$ cat config.mk
export PLATFORM = sky130hd
export DESIGN_NAME = periodic_oneshot_timer_table_flat
export DESIGN_NICKNAME = d
export VERILOG_FILES = /design/src/sv/ptt_pkg.sv /design/src/sv/ptt_in_if.sv /design/src/sv/ptt_out_if.sv /design/src/sv/periodic_oneshot_timer_table.sv /design/src/sv/ptt_ram.sv /design/src/sv/ptt_front.sv /design/src/sv/ptt_cmd_q.sv /design/src/sv/ptt_back.sv /design/src/flat_wrapper.sv
export SDC_FILE = /design/constraint.sdc
export NUM_CORES = 2
export LEC_CHECK = 0
export BUFFER_PORTS_ARGS = -buffer_cell sky130_fd_sc_hd__buf_2
export CAP_MARGIN = 10
export CORE_ASPECT_RATIO = 1.4
export CORE_MARGIN = 2
export CORE_UTILIZATION = 25
export CTS_CLUSTER_DIAMETER = 120
export CTS_CLUSTER_SIZE = 10
export DETAILED_ROUTE_END_ITERATION = 8
export PLACE_DENSITY = 0.42
export SYNTH_ARGS = -nofsm -noshare
export SYNTH_HDL_FRONTEND = slang
export SYNTH_SLANG_ARGS = --single-unit
$ cat constraint.sdc
create_clock -name clk_i -period 13.6 [get_ports clk_i]
set_clock_uncertainty 0.2 [all_clocks]
set_input_delay 0.68 -clock clk_i [delete_from_list [all_inputs] [get_ports clk_i]]
set_output_delay 0.68 -clock clk_i [all_outputs]
set_load 0.005 [all_outputs]
$ cat src/sv/ptt_pkg.sv
// Shared types and constants for the periodic and one-shot timer slot table.
// Used by the top level, the front stage, the command queue and the back end.
package ptt_pkg;

  localparam int NUM_SLOTS_DEF   = 16;
  localparam int CMD_Q_DEPTH_DEF = 2;
  localparam int FIRED_CAP       = 16;
  localparam int EMIT_W          = 5;

  typedef enum logic [1:0] {
    OP_CREATE_PER = 2'd0,
    OP_CREATE_ONE = 2'd1,
    OP_REMOVE     = 2'd2,
    OP_TICK       = 2'd3
  } op_e;

  typedef enum logic [2:0] {
    ST_CREATED    = 3'd0,
    ST_FULL       = 3'd1,
    ST_REMOVED    = 3'd2,
    ST_NOT_ACTIVE = 3'd3,
    ST_FIRED      = 3'd4,
    ST_TICK_DONE  = 3'd5
  } status_e;

  typedef struct packed {
    op_e         op;
    logic [31:0] amount;
    logic [63:0] stamp;
    logic [3:0]  target;
  } cmd_t;

  typedef struct packed {
    logic        oneshot;
    logic [31:0] period;
    logic [63:0] due;
    logic [31:0] runs;
  } slot_t;

  typedef struct packed {
    status_e     status;
    logic [3:0]  slot_index;
    logic [31:0] runs_so_far;
    logic [4:0]  live_slots;
    logic        last_of_run;
  } res_t;

endpackage

$ cat src/sv/ptt_in_if.sv
// Input channel of the timer slot table: valid, ready and one command word.
// Stands alone; field widths follow the command format.
interface ptt_in_if;
  logic        valid;
  logic        ready;
  logic [1:0]  operation;
  logic [31:0] period_or_delay;
  logic [63:0] time_now;
  logic [3:0]  target_slot;

  modport source (output valid, operation, period_or_delay, time_now, target_slot,
                  input ready);
  modport sink (input valid, operation, period_or_delay, time_now, target_slot,
                output ready);
endinterface

$ cat src/sv/ptt_out_if.sv
// Result channel of the timer slot table: valid, ready and one result word.
// Stands alone; field widths follow the result format.
interface ptt_out_if;
  logic        valid;
  logic        ready;
  logic [2:0]  status;
  logic [3:0]  slot_index;
  logic [31:0] runs_so_far;
  logic [4:0]  live_slots;
  logic        last_of_run;

  modport source (output valid, status, slot_index, runs_so_far, live_slots, last_of_run,
                  input ready);
  modport sink (input valid, status, slot_index, runs_so_far, live_slots, last_of_run,
                output ready);
endinterface

$ cat src/sv/periodic_oneshot_timer_table.sv
// Top level of the periodic and one-shot timer slot table.
// Depends on ptt_pkg, ptt_in_if, ptt_out_if, ptt_front, ptt_cmd_q and ptt_back.
//
//   Channel  Direction  Word
//   in_i     sink       operation, period_or_delay, time_now, target_slot
//   out_o    source     status, slot_index, runs_so_far, live_slots, last_of_run
//
// Create and remove each give one result word from the back end.
// A tick scans one slot per cycle, while no fired word waits on a full output, through the
// read port of the slot RAM, then gives the tick-done word.
// Reset clears all active flags at once; slot data is written by each create.
// A result waiting at the output stalls the scan only when it has to emit.
module periodic_oneshot_timer_table #(
  parameter int NUM_SLOTS   = ptt_pkg::NUM_SLOTS_DEF,
  parameter int CMD_Q_DEPTH = ptt_pkg::CMD_Q_DEPTH_DEF
) (
  input  logic       clk_i,
  input  logic       rst_ni,
  ptt_in_if.sink     in_i,
  ptt_out_if.source  out_o
);

  logic          push_valid, push_ready, pop_valid, pop_ready;
  ptt_pkg::cmd_t push_data, pop_data;

  ptt_front u_front (
    .clk_i        (clk_i),
    .rst_ni       (rst_ni),
    .in_i         (in_i),
    .push_valid_o (push_valid),
    .push_ready_i (push_ready),
    .push_data_o  (push_data)
  );

  ptt_cmd_q #(
    .DEPTH (CMD_Q_DEPTH)
  ) u_cmd_q (
    .clk_i        (clk_i),
    .rst_ni       (rst_ni),
    .push_valid_i (push_valid),
    .push_ready_o (push_ready),
    .push_data_i  (push_data),
    .pop_valid_o  (pop_valid),
    .pop_ready_i  (pop_ready),
    .pop_data_o   (pop_data)
  );

  ptt_back #(
    .NUM_SLOTS (NUM_SLOTS)
  ) u_back (
    .clk_i       (clk_i),
    .rst_ni      (rst_ni),
    .cmd_valid_i (pop_valid),
    .cmd_ready_o (pop_ready),
    .cmd_i       (pop_data),
    .out_o       (out_o)
  );

endmodule

$ cat src/sv/ptt_ram.sv
// Generic single-write, single-read RAM with a registered read port.
// No dependencies.
module ptt_ram #(
  parameter int WIDTH = 8,
  parameter int DEPTH = 16
) (
  input  logic                                  clk_i,
  input  logic                                  we_i,
  input  logic [(DEPTH > 1 ? $clog2(DEPTH) : 1)-1:0] waddr_i,
  input  logic [WIDTH-1:0]                      wdata_i,
  input  logic                                  re_i,
  input  logic [(DEPTH > 1 ? $clog2(DEPTH) : 1)-1:0] raddr_i,
  output logic [WIDTH-1:0]                      rdata_o
);

  logic [WIDTH-1:0] mem_q [DEPTH];
  logic [WIDTH-1:0] rdata_q;

  always_ff @(posedge clk_i) begin
    if (we_i) begin
      mem_q[waddr_i] <= wdata_i;
    end
    if (re_i) begin
      rdata_q <= mem_q[raddr_i];
    end
  end

  assign rdata_o = rdata_q;

endmodule

$ cat src/sv/ptt_front.sv
// Front stage: registers each accepted input word and turns it into a command.
// Depends on ptt_pkg and ptt_in_if; the one-shot due time is added here.
module ptt_front (
  input  logic          clk_i,
  input  logic          rst_ni,
  ptt_in_if.sink        in_i,
  output logic          push_valid_o,
  input  logic          push_ready_i,
  output ptt_pkg::cmd_t push_data_o
);

  logic          valid_q, valid_d;
  ptt_pkg::cmd_t cmd_q, cmd_d;
  logic          accept;

  assign in_i.ready = !valid_q || push_ready_i;
  assign accept     = in_i.valid && in_i.ready;

  always_comb begin
    valid_d = valid_q;
    cmd_d   = cmd_q;
    if (push_ready_i) begin
      valid_d = 1'b0;
    end
    if (accept) begin
      valid_d       = 1'b1;
      cmd_d.op      = ptt_pkg::op_e'(in_i.operation);
      cmd_d.amount  = in_i.period_or_delay;
      cmd_d.target  = in_i.target_slot;
      if (ptt_pkg::op_e'(in_i.operation) == ptt_pkg::OP_CREATE_ONE) begin
        cmd_d.stamp = in_i.time_now + {32'd0, in_i.period_or_delay};
      end else begin
        cmd_d.stamp = in_i.time_now;
      end
    end
  end

  always_ff @(posedge clk_i or negedge rst_ni) begin
    if (!rst_ni) begin
      valid_q <= 1'b0;
      cmd_q   <= '0;
    end else begin
      valid_q <= valid_d;
      cmd_q   <= cmd_d;
    end
  end

  assign push_valid_o = valid_q;
  assign push_data_o  = cmd_q;

endmodule

$ cat src/sv/ptt_cmd_q.sv
// Short command queue between the front stage and the back end.
// Depends on ptt_pkg for the command word.
module ptt_cmd_q #(
  parameter int DEPTH = ptt_pkg::CMD_Q_DEPTH_DEF
) (
  input  logic          clk_i,
  input  logic          rst_ni,
  input  logic          push_valid_i,
  output logic          push_ready_o,
  input  ptt_pkg::cmd_t push_data_i,
  output logic          pop_valid_o,
  input  logic          pop_ready_i,
  output ptt_pkg::cmd_t pop_data_o
);

  localparam int PW = DEPTH > 1 ? $clog2(DEPTH) : 1;
  localparam int CW = $clog2(DEPTH + 1);

  ptt_pkg::cmd_t  slots_q [DEPTH];
  logic [PW-1:0]  wr_q, rd_q;
  logic [CW-1:0]  cnt_q;
  logic           do_push, do_pop;

  assign push_ready_o = cnt_q != CW'(DEPTH);
  assign pop_valid_o  = cnt_q != '0;
  assign do_push      = push_valid_i && push_ready_o;
  assign do_pop       = pop_valid_o && pop_ready_i;
  assign pop_data_o   = slots_q[rd_q];

  always_ff @(posedge clk_i or negedge rst_ni) begin
    if (!rst_ni) begin
      wr_q  <= '0;
      rd_q  <= '0;
      cnt_q <= '0;
    end else begin
      if (do_push) begin
        wr_q <= (wr_q == PW'(DEPTH - 1)) ? '0 : wr_q + PW'(1);
      end
      if (do_pop) begin
        rd_q <= (rd_q == PW'(DEPTH - 1)) ? '0 : rd_q + PW'(1);
      end
      if (do_push && !do_pop) begin
        cnt_q <= cnt_q + CW'(1);
      end else if (do_pop && !do_push) begin
        cnt_q <= cnt_q - CW'(1);
      end
    end
  end

  always_ff @(posedge clk_i) begin
    if (do_push) begin
      slots_q[wr_q] <= push_data_i;
    end
  end

endmodule

$ cat src/sv/ptt_back.sv
// Back end: slot table with active flags, slot RAM, tick scan and result register.
// Depends on ptt_pkg, ptt_out_if and ptt_ram.
module ptt_back #(
  parameter int NUM_SLOTS = ptt_pkg::NUM_SLOTS_DEF
) (
  input  logic          clk_i,
  input  logic          rst_ni,
  input  logic          cmd_valid_i,
  output logic          cmd_ready_o,
  input  ptt_pkg::cmd_t cmd_i,
  ptt_out_if.source     out_o
);

  localparam int IDX_W = NUM_SLOTS > 1 ? $clog2(NUM_SLOTS) : 1;
  localparam int CNT_W = $clog2(NUM_SLOTS + 1);
  localparam logic [IDX_W-1:0] LAST = IDX_W'(NUM_SLOTS - 1);

  typedef enum logic [1:0] {
    S_IDLE,
    S_SCAN,
    S_DONE
  } state_e;

  state_e                     state_q, state_d;
  logic [IDX_W-1:0]           idx_q, idx_d;
  logic [63:0]                now_q, now_d;
  logic [ptt_pkg::EMIT_W-1:0] emit_q, emit_d;
  logic [NUM_SLOTS-1:0]       active_q, active_d;
  logic [CNT_W-1:0]           total_q, total_d;
  logic                       out_v_q, out_v_d;
  ptt_pkg::res_t              res_q, res_d;

  logic                 ram_we, ram_re;
  logic [IDX_W-1:0]     ram_waddr, ram_raddr;
  ptt_pkg::slot_t       ram_wdata, rd;
  logic [$bits(ptt_pkg::slot_t)-1:0] ram_rdata;

  logic                 can_emit, load, fire, need_emit, advance, full, in_range;
  logic [NUM_SLOTS-1:0] free_v, low_v;
  logic [IDX_W-1:0]     free_idx, tgt_idx;
  logic [31:0]          idx_w, free_w, total_w;

  ptt_ram #(
    .WIDTH ($bits(ptt_pkg::slot_t)),
    .DEPTH (NUM_SLOTS)
  ) u_slot_ram (
    .clk_i   (clk_i),
    .we_i    (ram_we),
    .waddr_i (ram_waddr),
    .wdata_i (ram_wdata),
    .re_i    (ram_re),
    .raddr_i (ram_raddr),
    .rdata_o (ram_rdata)
  );

  assign rd       = ptt_pkg::slot_t'(ram_rdata);
  assign can_emit = !out_v_q || out_o.ready;
  assign full     = &active_q;
  assign free_v   = ~active_q;
  assign low_v    = free_v & (~free_v + NUM_SLOTS'(1));
  assign tgt_idx  = IDX_W'(cmd_i.target);
  assign in_range = {28'd0, cmd_i.target} < 32'(NUM_SLOTS);
  assign idx_w    = 32'(idx_q);
  assign free_w   = 32'(free_idx);

  always_comb begin
    for (int b = 0; b < IDX_W; b++) begin
      free_idx[b] = 1'b0;
      for (int i = 0; i < NUM_SLOTS; i++) begin
        if (i[b]) begin
          free_idx[b] = free_idx[b] | low_v[i];
        end
      end
    end
  end

  assign fire      = active_q[idx_q] && (now_q >= rd.due);
  assign need_emit = fire && (emit_q < ptt_pkg::EMIT_W'(ptt_pkg::FIRED_CAP));
  assign advance   = !need_emit || can_emit;

  always_comb begin
    state_d     = state_q;
    idx_d       = idx_q;
    now_d       = now_q;
    emit_d      = emit_q;
    active_d    = active_q;
    total_d     = total_q;
    out_v_d     = out_v_q && !out_o.ready;
    res_d       = res_q;
    load        = 1'b0;
    cmd_ready_o = 1'b0;
    ram_we      = 1'b0;
    ram_waddr   = idx_q;
    ram_wdata   = rd;
    ram_re      = 1'b0;
    ram_raddr   = idx_q + IDX_W'(1);
    case (state_q)
      S_IDLE: begin
        if (cmd_valid_i && (cmd_i.op == ptt_pkg::OP_TICK || can_emit)) begin
          cmd_ready_o = 1'b1;
          case (cmd_i.op)
            ptt_pkg::OP_CREATE_PER, ptt_pkg::OP_CREATE_ONE: begin
              load              = 1'b1;
              res_d.runs_so_far = '0;
              res_d.last_of_run = 1'b1;
              if (full) begin
                res_d.status     = ptt_pkg::ST_FULL;
                res_d.slot_index = '0;
              end else begin
                ram_we             = 1'b1;
                ram_waddr          = free_idx;
                ram_wdata.oneshot  = cmd_i.op == ptt_pkg::OP_CREATE_ONE;
                ram_wdata.period   = ram_wdata.oneshot ? 32'd0 : cmd_i.amount;
                ram_wdata.due      = ram_wdata.oneshot ? cmd_i.stamp : 64'd0;
                ram_wdata.runs     = '0;
                active_d[free_idx] = 1'b1;
                total_d            = total_q + CNT_W'(1);
                res_d.status       = ptt_pkg::ST_CREATED;
                res_d.slot_index   = free_w[3:0];
              end
            end
            ptt_pkg::OP_REMOVE: begin
              load              = 1'b1;
              res_d.slot_index  = cmd_i.target;
              res_d.runs_so_far = '0;
              res_d.last_of_run = 1'b1;
              if (in_range && active_q[tgt_idx]) begin
                active_d[tgt_idx] = 1'b0;
                total_d           = total_q - CNT_W'(1);
                res_d.status      = ptt_pkg::ST_REMOVED;
              end else begin
                res_d.status = ptt_pkg::ST_NOT_ACTIVE;
              end
            end
            ptt_pkg::OP_TICK: begin
              now_d     = cmd_i.stamp;
              idx_d     = '0;
              emit_d    = '0;
              ram_re    = 1'b1;
              ram_raddr = '0;
              state_d   = S_SCAN;
            end
            default: begin
            end
          endcase
        end
      end
      S_SCAN: begin
        if (advance) begin
          if (fire) begin
            ram_we         = 1'b1;
            ram_wdata.runs = rd.runs + 32'd1;
            if (rd.oneshot) begin
              active_d[idx_q] = 1'b0;
              total_d         = total_q - CNT_W'(1);
            end else begin
              ram_wdata.due = now_q + {32'd0, rd.period};
            end
          end
          if (need_emit) begin
            load              = 1'b1;
            emit_d            = emit_q + ptt_pkg::EMIT_W'(1);
            res_d.status      = ptt_pkg::ST_FIRED;
            res_d.slot_index  = idx_w[3:0];
            res_d.runs_so_far = rd.runs + 32'd1;
            res_d.last_of_run = 1'b0;
          end
          if (idx_q == LAST) begin
            state_d = S_DONE;
          end else begin
            ram_re = 1'b1;
            idx_d  = idx_q + IDX_W'(1);
          end
        end
      end
      S_DONE: begin
        if (can_emit) begin
          load              = 1'b1;
          res_d.status      = ptt_pkg::ST_TICK_DONE;
          res_d.slot_index  = '0;
          res_d.runs_so_far = '0;
          res_d.last_of_run = 1'b1;
          state_d           = S_IDLE;
        end
      end
      default: begin
        state_d = S_IDLE;
      end
    endcase
    total_w = 32'(total_d);
    if (load) begin
      out_v_d          = 1'b1;
      res_d.live_slots = total_w[4:0];
    end
  end

  always_ff @(posedge clk_i or negedge rst_ni) begin
    if (!rst_ni) begin
      state_q  <= S_IDLE;
      idx_q    <= '0;
      now_q    <= '0;
      emit_q   <= '0;
      active_q <= '0;
      total_q  <= '0;
      out_v_q  <= 1'b0;
      res_q    <= '0;
    end else begin
      state_q  <= state_d;
      idx_q    <= idx_d;
      now_q    <= now_d;
      emit_q   <= emit_d;
      active_q <= active_d;
      total_q  <= total_d;
      out_v_q  <= out_v_d;
      res_q    <= res_d;
    end
  end

  assign out_o.valid       = out_v_q;
  assign out_o.status      = res_q.status;
  assign out_o.slot_index  = res_q.slot_index;
  assign out_o.runs_so_far = res_q.runs_so_far;
  assign out_o.live_slots  = res_q.live_slots;
  assign out_o.last_of_run = res_q.last_of_run;

  a_total_matches_flags: assert property (@(posedge clk_i) disable iff (!rst_ni)
    $countones(active_q) == int'(total_q))
    else $error("live count differs from the number of active flags");

  a_pop_only_idle: assert property (@(posedge clk_i) disable iff (!rst_ni)
    cmd_ready_o |-> state_q == S_IDLE)
    else $error("command taken while a tick scan is running");

  a_fired_cap: assert property (@(posedge clk_i) disable iff (!rst_ni)
    emit_q <= ptt_pkg::EMIT_W'(ptt_pkg::FIRED_CAP))
    else $error("more fired words than the result capacity allows");

  a_scan_ends: assert property (@(posedge clk_i) disable iff (!rst_ni)
    (state_q == S_SCAN && idx_q == LAST && advance) |=> state_q == S_DONE)
    else $error("scan past the last slot did not finish the tick");

endmodule

$ cat src/flat_wrapper.sv
// flat-port wrapper written by rule: the top's interface ports become plain ports
module periodic_oneshot_timer_table_flat 
#(
  parameter int NUM_SLOTS   = ptt_pkg::NUM_SLOTS_DEF,
  parameter int CMD_Q_DEPTH = ptt_pkg::CMD_Q_DEPTH_DEF
)
  (clk_i, rst_ni, in_i_valid, in_i_operation, in_i_period_or_delay, in_i_time_now, in_i_target_slot, in_i_ready, out_o_valid, out_o_status, out_o_slot_index, out_o_runs_so_far, out_o_live_slots, out_o_last_of_run, out_o_ready);
  ptt_in_if in_i_i ();
  ptt_out_if out_o_i ();
  input  logic clk_i;
  input  logic rst_ni;
  input wire logic [$bits(in_i_i.valid)-1:0] in_i_valid;
  input wire logic [$bits(in_i_i.operation)-1:0] in_i_operation;
  input wire logic [$bits(in_i_i.period_or_delay)-1:0] in_i_period_or_delay;
  input wire logic [$bits(in_i_i.time_now)-1:0] in_i_time_now;
  input wire logic [$bits(in_i_i.target_slot)-1:0] in_i_target_slot;
  output wire logic [$bits(in_i_i.ready)-1:0] in_i_ready;
  output wire logic [$bits(out_o_i.valid)-1:0] out_o_valid;
  output wire logic [$bits(out_o_i.status)-1:0] out_o_status;
  output wire logic [$bits(out_o_i.slot_index)-1:0] out_o_slot_index;
  output wire logic [$bits(out_o_i.runs_so_far)-1:0] out_o_runs_so_far;
  output wire logic [$bits(out_o_i.live_slots)-1:0] out_o_live_slots;
  output wire logic [$bits(out_o_i.last_of_run)-1:0] out_o_last_of_run;
  input wire logic [$bits(out_o_i.ready)-1:0] out_o_ready;
  assign in_i_i.valid = in_i_valid;
  assign in_i_i.operation = in_i_operation;
  assign in_i_i.period_or_delay = in_i_period_or_delay;
  assign in_i_i.time_now = in_i_time_now;
  assign in_i_i.target_slot = in_i_target_slot;
  assign in_i_ready = in_i_i.ready;
  assign out_o_valid = out_o_i.valid;
  assign out_o_status = out_o_i.status;
  assign out_o_slot_index = out_o_i.slot_index;
  assign out_o_runs_so_far = out_o_i.runs_so_far;
  assign out_o_live_slots = out_o_i.live_slots;
  assign out_o_last_of_run = out_o_i.last_of_run;
  assign out_o_i.ready = out_o_ready;
  periodic_oneshot_timer_table #(.NUM_SLOTS(NUM_SLOTS), .CMD_Q_DEPTH(CMD_Q_DEPTH)) u_core (.clk_i(clk_i), .rst_ni(rst_ni), .in_i(in_i_i), .out_o(out_o_i));
endmodule
==> results.py <==
metrics = {
    "yosys": {
        "synth.ff_latch_count": 2646,
        "synth_fp_nets": 8976,
        "ys_top_cells_by_count": "sky130_fd_sc_hd__edfxtp_1 (2,397), sky130_fd_sc_hd__nand2_1 (1,537), sky130_fd_sc_hd__o21ai_0 (735)",
        "synth_top_cells_by_area": "sky130_fd_sc_hd__edfxtp_1 (64%), sky130_fd_sc_hd__dfrtp_1 (5.5%), sky130_fd_sc_hd__nand2_1 (5.1%)",
        "mapped_area_um2": 113000,
        "synth_top_flop_cell": "sky130_fd_sc_hd__edfxtp_1",
        "synthArstFlopShare": 0.0941,
        "synth-seq-area-share": 0.693,
        "synth_edf_count": 2397,
        "syn_inst": 8727,
        "synth_cell_types": 90,
        "yosysWarningCount": 0,
        "post-synth-top-count-cell": "sky130_fd_sc_hd__edfxtp_1",
        "yosys.area.top_type_share": 0.638,
        "average_cell_area_after_synthesis_um2": 12.9,
        "yosys.area.top_type": "sky130_fd_sc_hd__edfxtp_1",
    },
    "sta": {
        "fmaxAchievable_mhz": 142,
        "timing.final.hold_violations": 0,
        "finalCritPeriodShare": 0.518,
        "max_slew_margin": 0.155,
        "worst-slew-pin-transition_ns": 1.26,
        "totalNegativeSetupSlack_ns": 0,
        "min_period_ns": 7.05,
        "max_slew_violation_total_from_the_final_report": 0,
        "final.setup.worst_slack_ns": 6.55,
        "setup_repair_after_global_routing_missed_its_margin": "no",
        "final_setup_vio_count": 0,
        "fin_worst_hold_slack_ns": 0.135,
    },
    "die": {
        "placeable_core_region_um2": 449000,
        "ios": 153,
        "core_rows": 291,
        "die_height_um": 799,
        "die_width_um": 572,
        "fp.dieArea_um2": 457000,
        "initial_cell_density_of_the_core": 0.251,
    },
    "status": {
        "status": "complete, no violations",
    },
    "clocking": {
        "clock_sinks": 2646,
        "postCtsSetupRepairBufs": 0,
        "clkLatencyLatePin_ns": 0.93,
        "tritoncts.num_buffers": 303,
        "cts_root_buf": "sky130_fd_sc_hd__clkbuf_16",
        "clock_transition_at_the_registers_of_the_reported_paths_ns": 0.07,
        "tritoncts": "yes",
        "cts-resized-gates": 0,
        "clock_tree.buffer_depth": 4,
        "count_of_h_tree_levels_built_during_cts": 5,
        "cts-hold-fix-buffers": 113,
    },
    "finish": {
        "finish.cell_count_without_fillers": 15125,
        "utilization": 0.292,
        "post-route-cell-area_um2": 131000,
        "nets": 9191,
        "layout-area-overhead-vs-synth_pct": 16.2,
        "post_route_cells_drive_above_1_share": 0.0990,
    },
    "hold_path": {
        "min-delay-path-class": "in -> async",
    },
    "global_route": {
        "grt_antenna_before_repair": 7,
        "pin_count_of_the_biggest_net_entering_global_routing": 146,
        "globalRouteTotalUtil": 0.161,
        "global_route_wire_length_before_repair_um": 542000,
        "number_of_global_route_vias_before_repair": 74671,
        "gr-total-overflow": 0,
    },
    "drt": {
        "drt.antenna.violating_nets": 0,
        "drt_iter0_drc": 5793,
        "vias_per_std_cell": 4.88,
        "drt_drc_violations_left": 0,
        "wirelength_um": 377000,
        "drt_pre_antenna_iters": 5,
        "num_vias": 73744,
        "detail_route.wl_per_cell_um": 24.9,
    },
    "worst_setup_path": {
        "crit_fanout": 30,
        "path_cells": "ha_1, nand4_1, nor4_4, nand4b_1, or3_1, o22a_1, a21o_1, buf_4, or2_2, nor3_1, a21oi_1, nor2_4, buf_4, buf_4, buf_4",
        "critical_path.endpoint_type": "register",
        "crit_path_top_delay_cell": "sky130_fd_sc_hd__nor2_4",
        "critPathArrivalTime_ns": 7.38,
        "nature_of_the_critical_path_startpoint": "register",
        "worst-setup-path-type": "reg -> reg",
        "worst-endpoint-required_ns": 13.94,
        "critical-path-max-stage-delay_ns": 0.80,
        "worst_path_most_repeated_cell": "sky130_fd_sc_hd__buf_4",
    },
    "power_and_ir_drop": {
        "power.density_cell_area_nw_per_um2": 248,
        "vdd_ir_drop_max_v": 0.000158,
        "fin_total_pwr_mw": 32.5,
        "p_leak_nw": 44.7,
    },
    "place": {
        "dp.cells": 14516,
        "port_buffers": 152,
        "postPlaceCellArea_um2": 121000,
        "place.gp.congestion": 0.847,
        "dpl_worst_slack_ns": 6.46,
        "hpwl_um": 223000,
    },
    "flow_run": {
        "max_cap_viol_count": 0,
    },
}
logic make-up (layout without fill, tap and decap cells):
family,after synthesis,in the layout,synth area share
and+or+nand+nor,2896,2896,0.119
DFF,2646,2646,0.693
AOI/OAI and AO/OA,1990,1990,0.113
buffers and inverters,719,1106,0.0247
muxes,168,168,0.0210
xor gates and xnor gates,165,165,0.0128
adders and majority gates,143,143,0.0160
other,0,5,0
flip-flops by register name, summed over array words and instances (netlist names), 4 cells and up:
signal	cells
u_core.u_front.push_data_o	102
u_core.u_back.out_o.runs_so_far	32
u_core.u_back.out_o.live_slots	5
u_core.u_cmd_q.slots_q	204
u_core.u_back.active_q	16
u_core.u_back.u_slot_ram.rdata_o	129
u_core.u_back.emit_q	5
u_core.u_back.idx_q	4
u_core.u_back.now_q	64
u_core.u_back.u_slot_ram.mem_q	2064
u_core.u_back.out_o.slot_index	4
u_core.u_back.total_q	5
cells in the final DEF, fill, tap and decap left out, types with 110 or more instances in the layout:
master and n:
sky130_fd_sc_hd__nand2_1 1533, sky130_fd_sc_hd__a21oi_1 303, sky130_fd_sc_hd__o21ai_0 728, sky130_fd_sc_hd__o211ai_1 347
sky130_fd_sc_hd__or3_1 463, sky130_fd_sc_hd__dlygate4sd3_1 113, sky130_fd_sc_hd__and3_1 182, sky130_fd_sc_hd__a311oi_1 232
sky130_fd_sc_hd__clkbuf_16 314, sky130_fd_sc_hd__buf_2 152, sky130_fd_sc_hd__clkbuf_1 146, sky130_fd_sc_hd__dfrtp_1 247
sky130_fd_sc_hd__edfxtp_1 2397, sky130_fd_sc_hd__inv_1 110, sky130_fd_sc_hd__buf_4 224, sky130_fd_sc_hd__ha_1 140
sky130_fd_sc_hd__nand3_1 302, sky130_fd_sc_hd__nor2_1 191
per-layer routing:
| metal | global-route usage | share of wire |
|---|---|---|
| met1 | 0.199 | 0.41 |
| met3 | 0.0158 | 0.036 |
| met4 | 0.0532 | 0.034 |
| met2 | 0.291 | 0.51 |
| met5 | 0 | 0 |
report_power, final:
part           internal, mW  switching, mW
registers              12.3          0.731
logic                  3.27           8.74
clock network          4.24           3.29
layout make-up:
| class | instances | area [um^2] |
|---|---|---|
| Fill cell | 45331 | 318000 |
| Timing Repair Buffer | 517 | 4090 |
| Inverter | 112 | 428 |
| Multi-Input combinational cell | 5362 | 32100 |
| Antenna cell | 5 | 12.5 |
| Sequential cell | 2646 | 78200 |
| Tap cell | 6006 | 7510 |
| Clock inverter | 17 | 284 |
| Clock buffer | 460 | 8410 |
path summary, 6_finish.rpt:
| path | start | end | slack (ns) | depth (start not counted) |
|---|---|---|---|---|
| setup / recovery | u_core.u_back.now_q[59] | u_core.u_back.u_slot_ram.mem_q[6][76] | 6.55 | 15 |
| hold / removal | rst_ni | u_core.u_back.active_q[5] | 0.13 | 2 |
| setup reg to reg | u_core.u_back.now_q[59] | u_core.u_back.u_slot_ram.mem_q[6][76] | 6.55 | 15 |
| hold reg to reg | u_core.u_front.push_data_o[27] | u_core.u_cmd_q.slots_q[0][27] | 0.25 | 0 |
| max in group asynchronous | rst_ni | u_core.u_back.idx_q[0] | 11.57 | 3 |
| min in group clk_i | u_core.u_front.push_data_o[27] | u_core.u_cmd_q.slots_q[0][27] | 0.25 | 0 |
critical path: cells and delay by family, from the launching register on:
kind | cells | cell delay (ns)
simple gates | 7 | 2.67
buf+inv | 4 | 2.15
flops | 1 | 0.44
fa+ha+maj | 1 | 0.34
compound gates | 3 | 0.72
No activity file was read; power rests on OpenSTA's default activity.
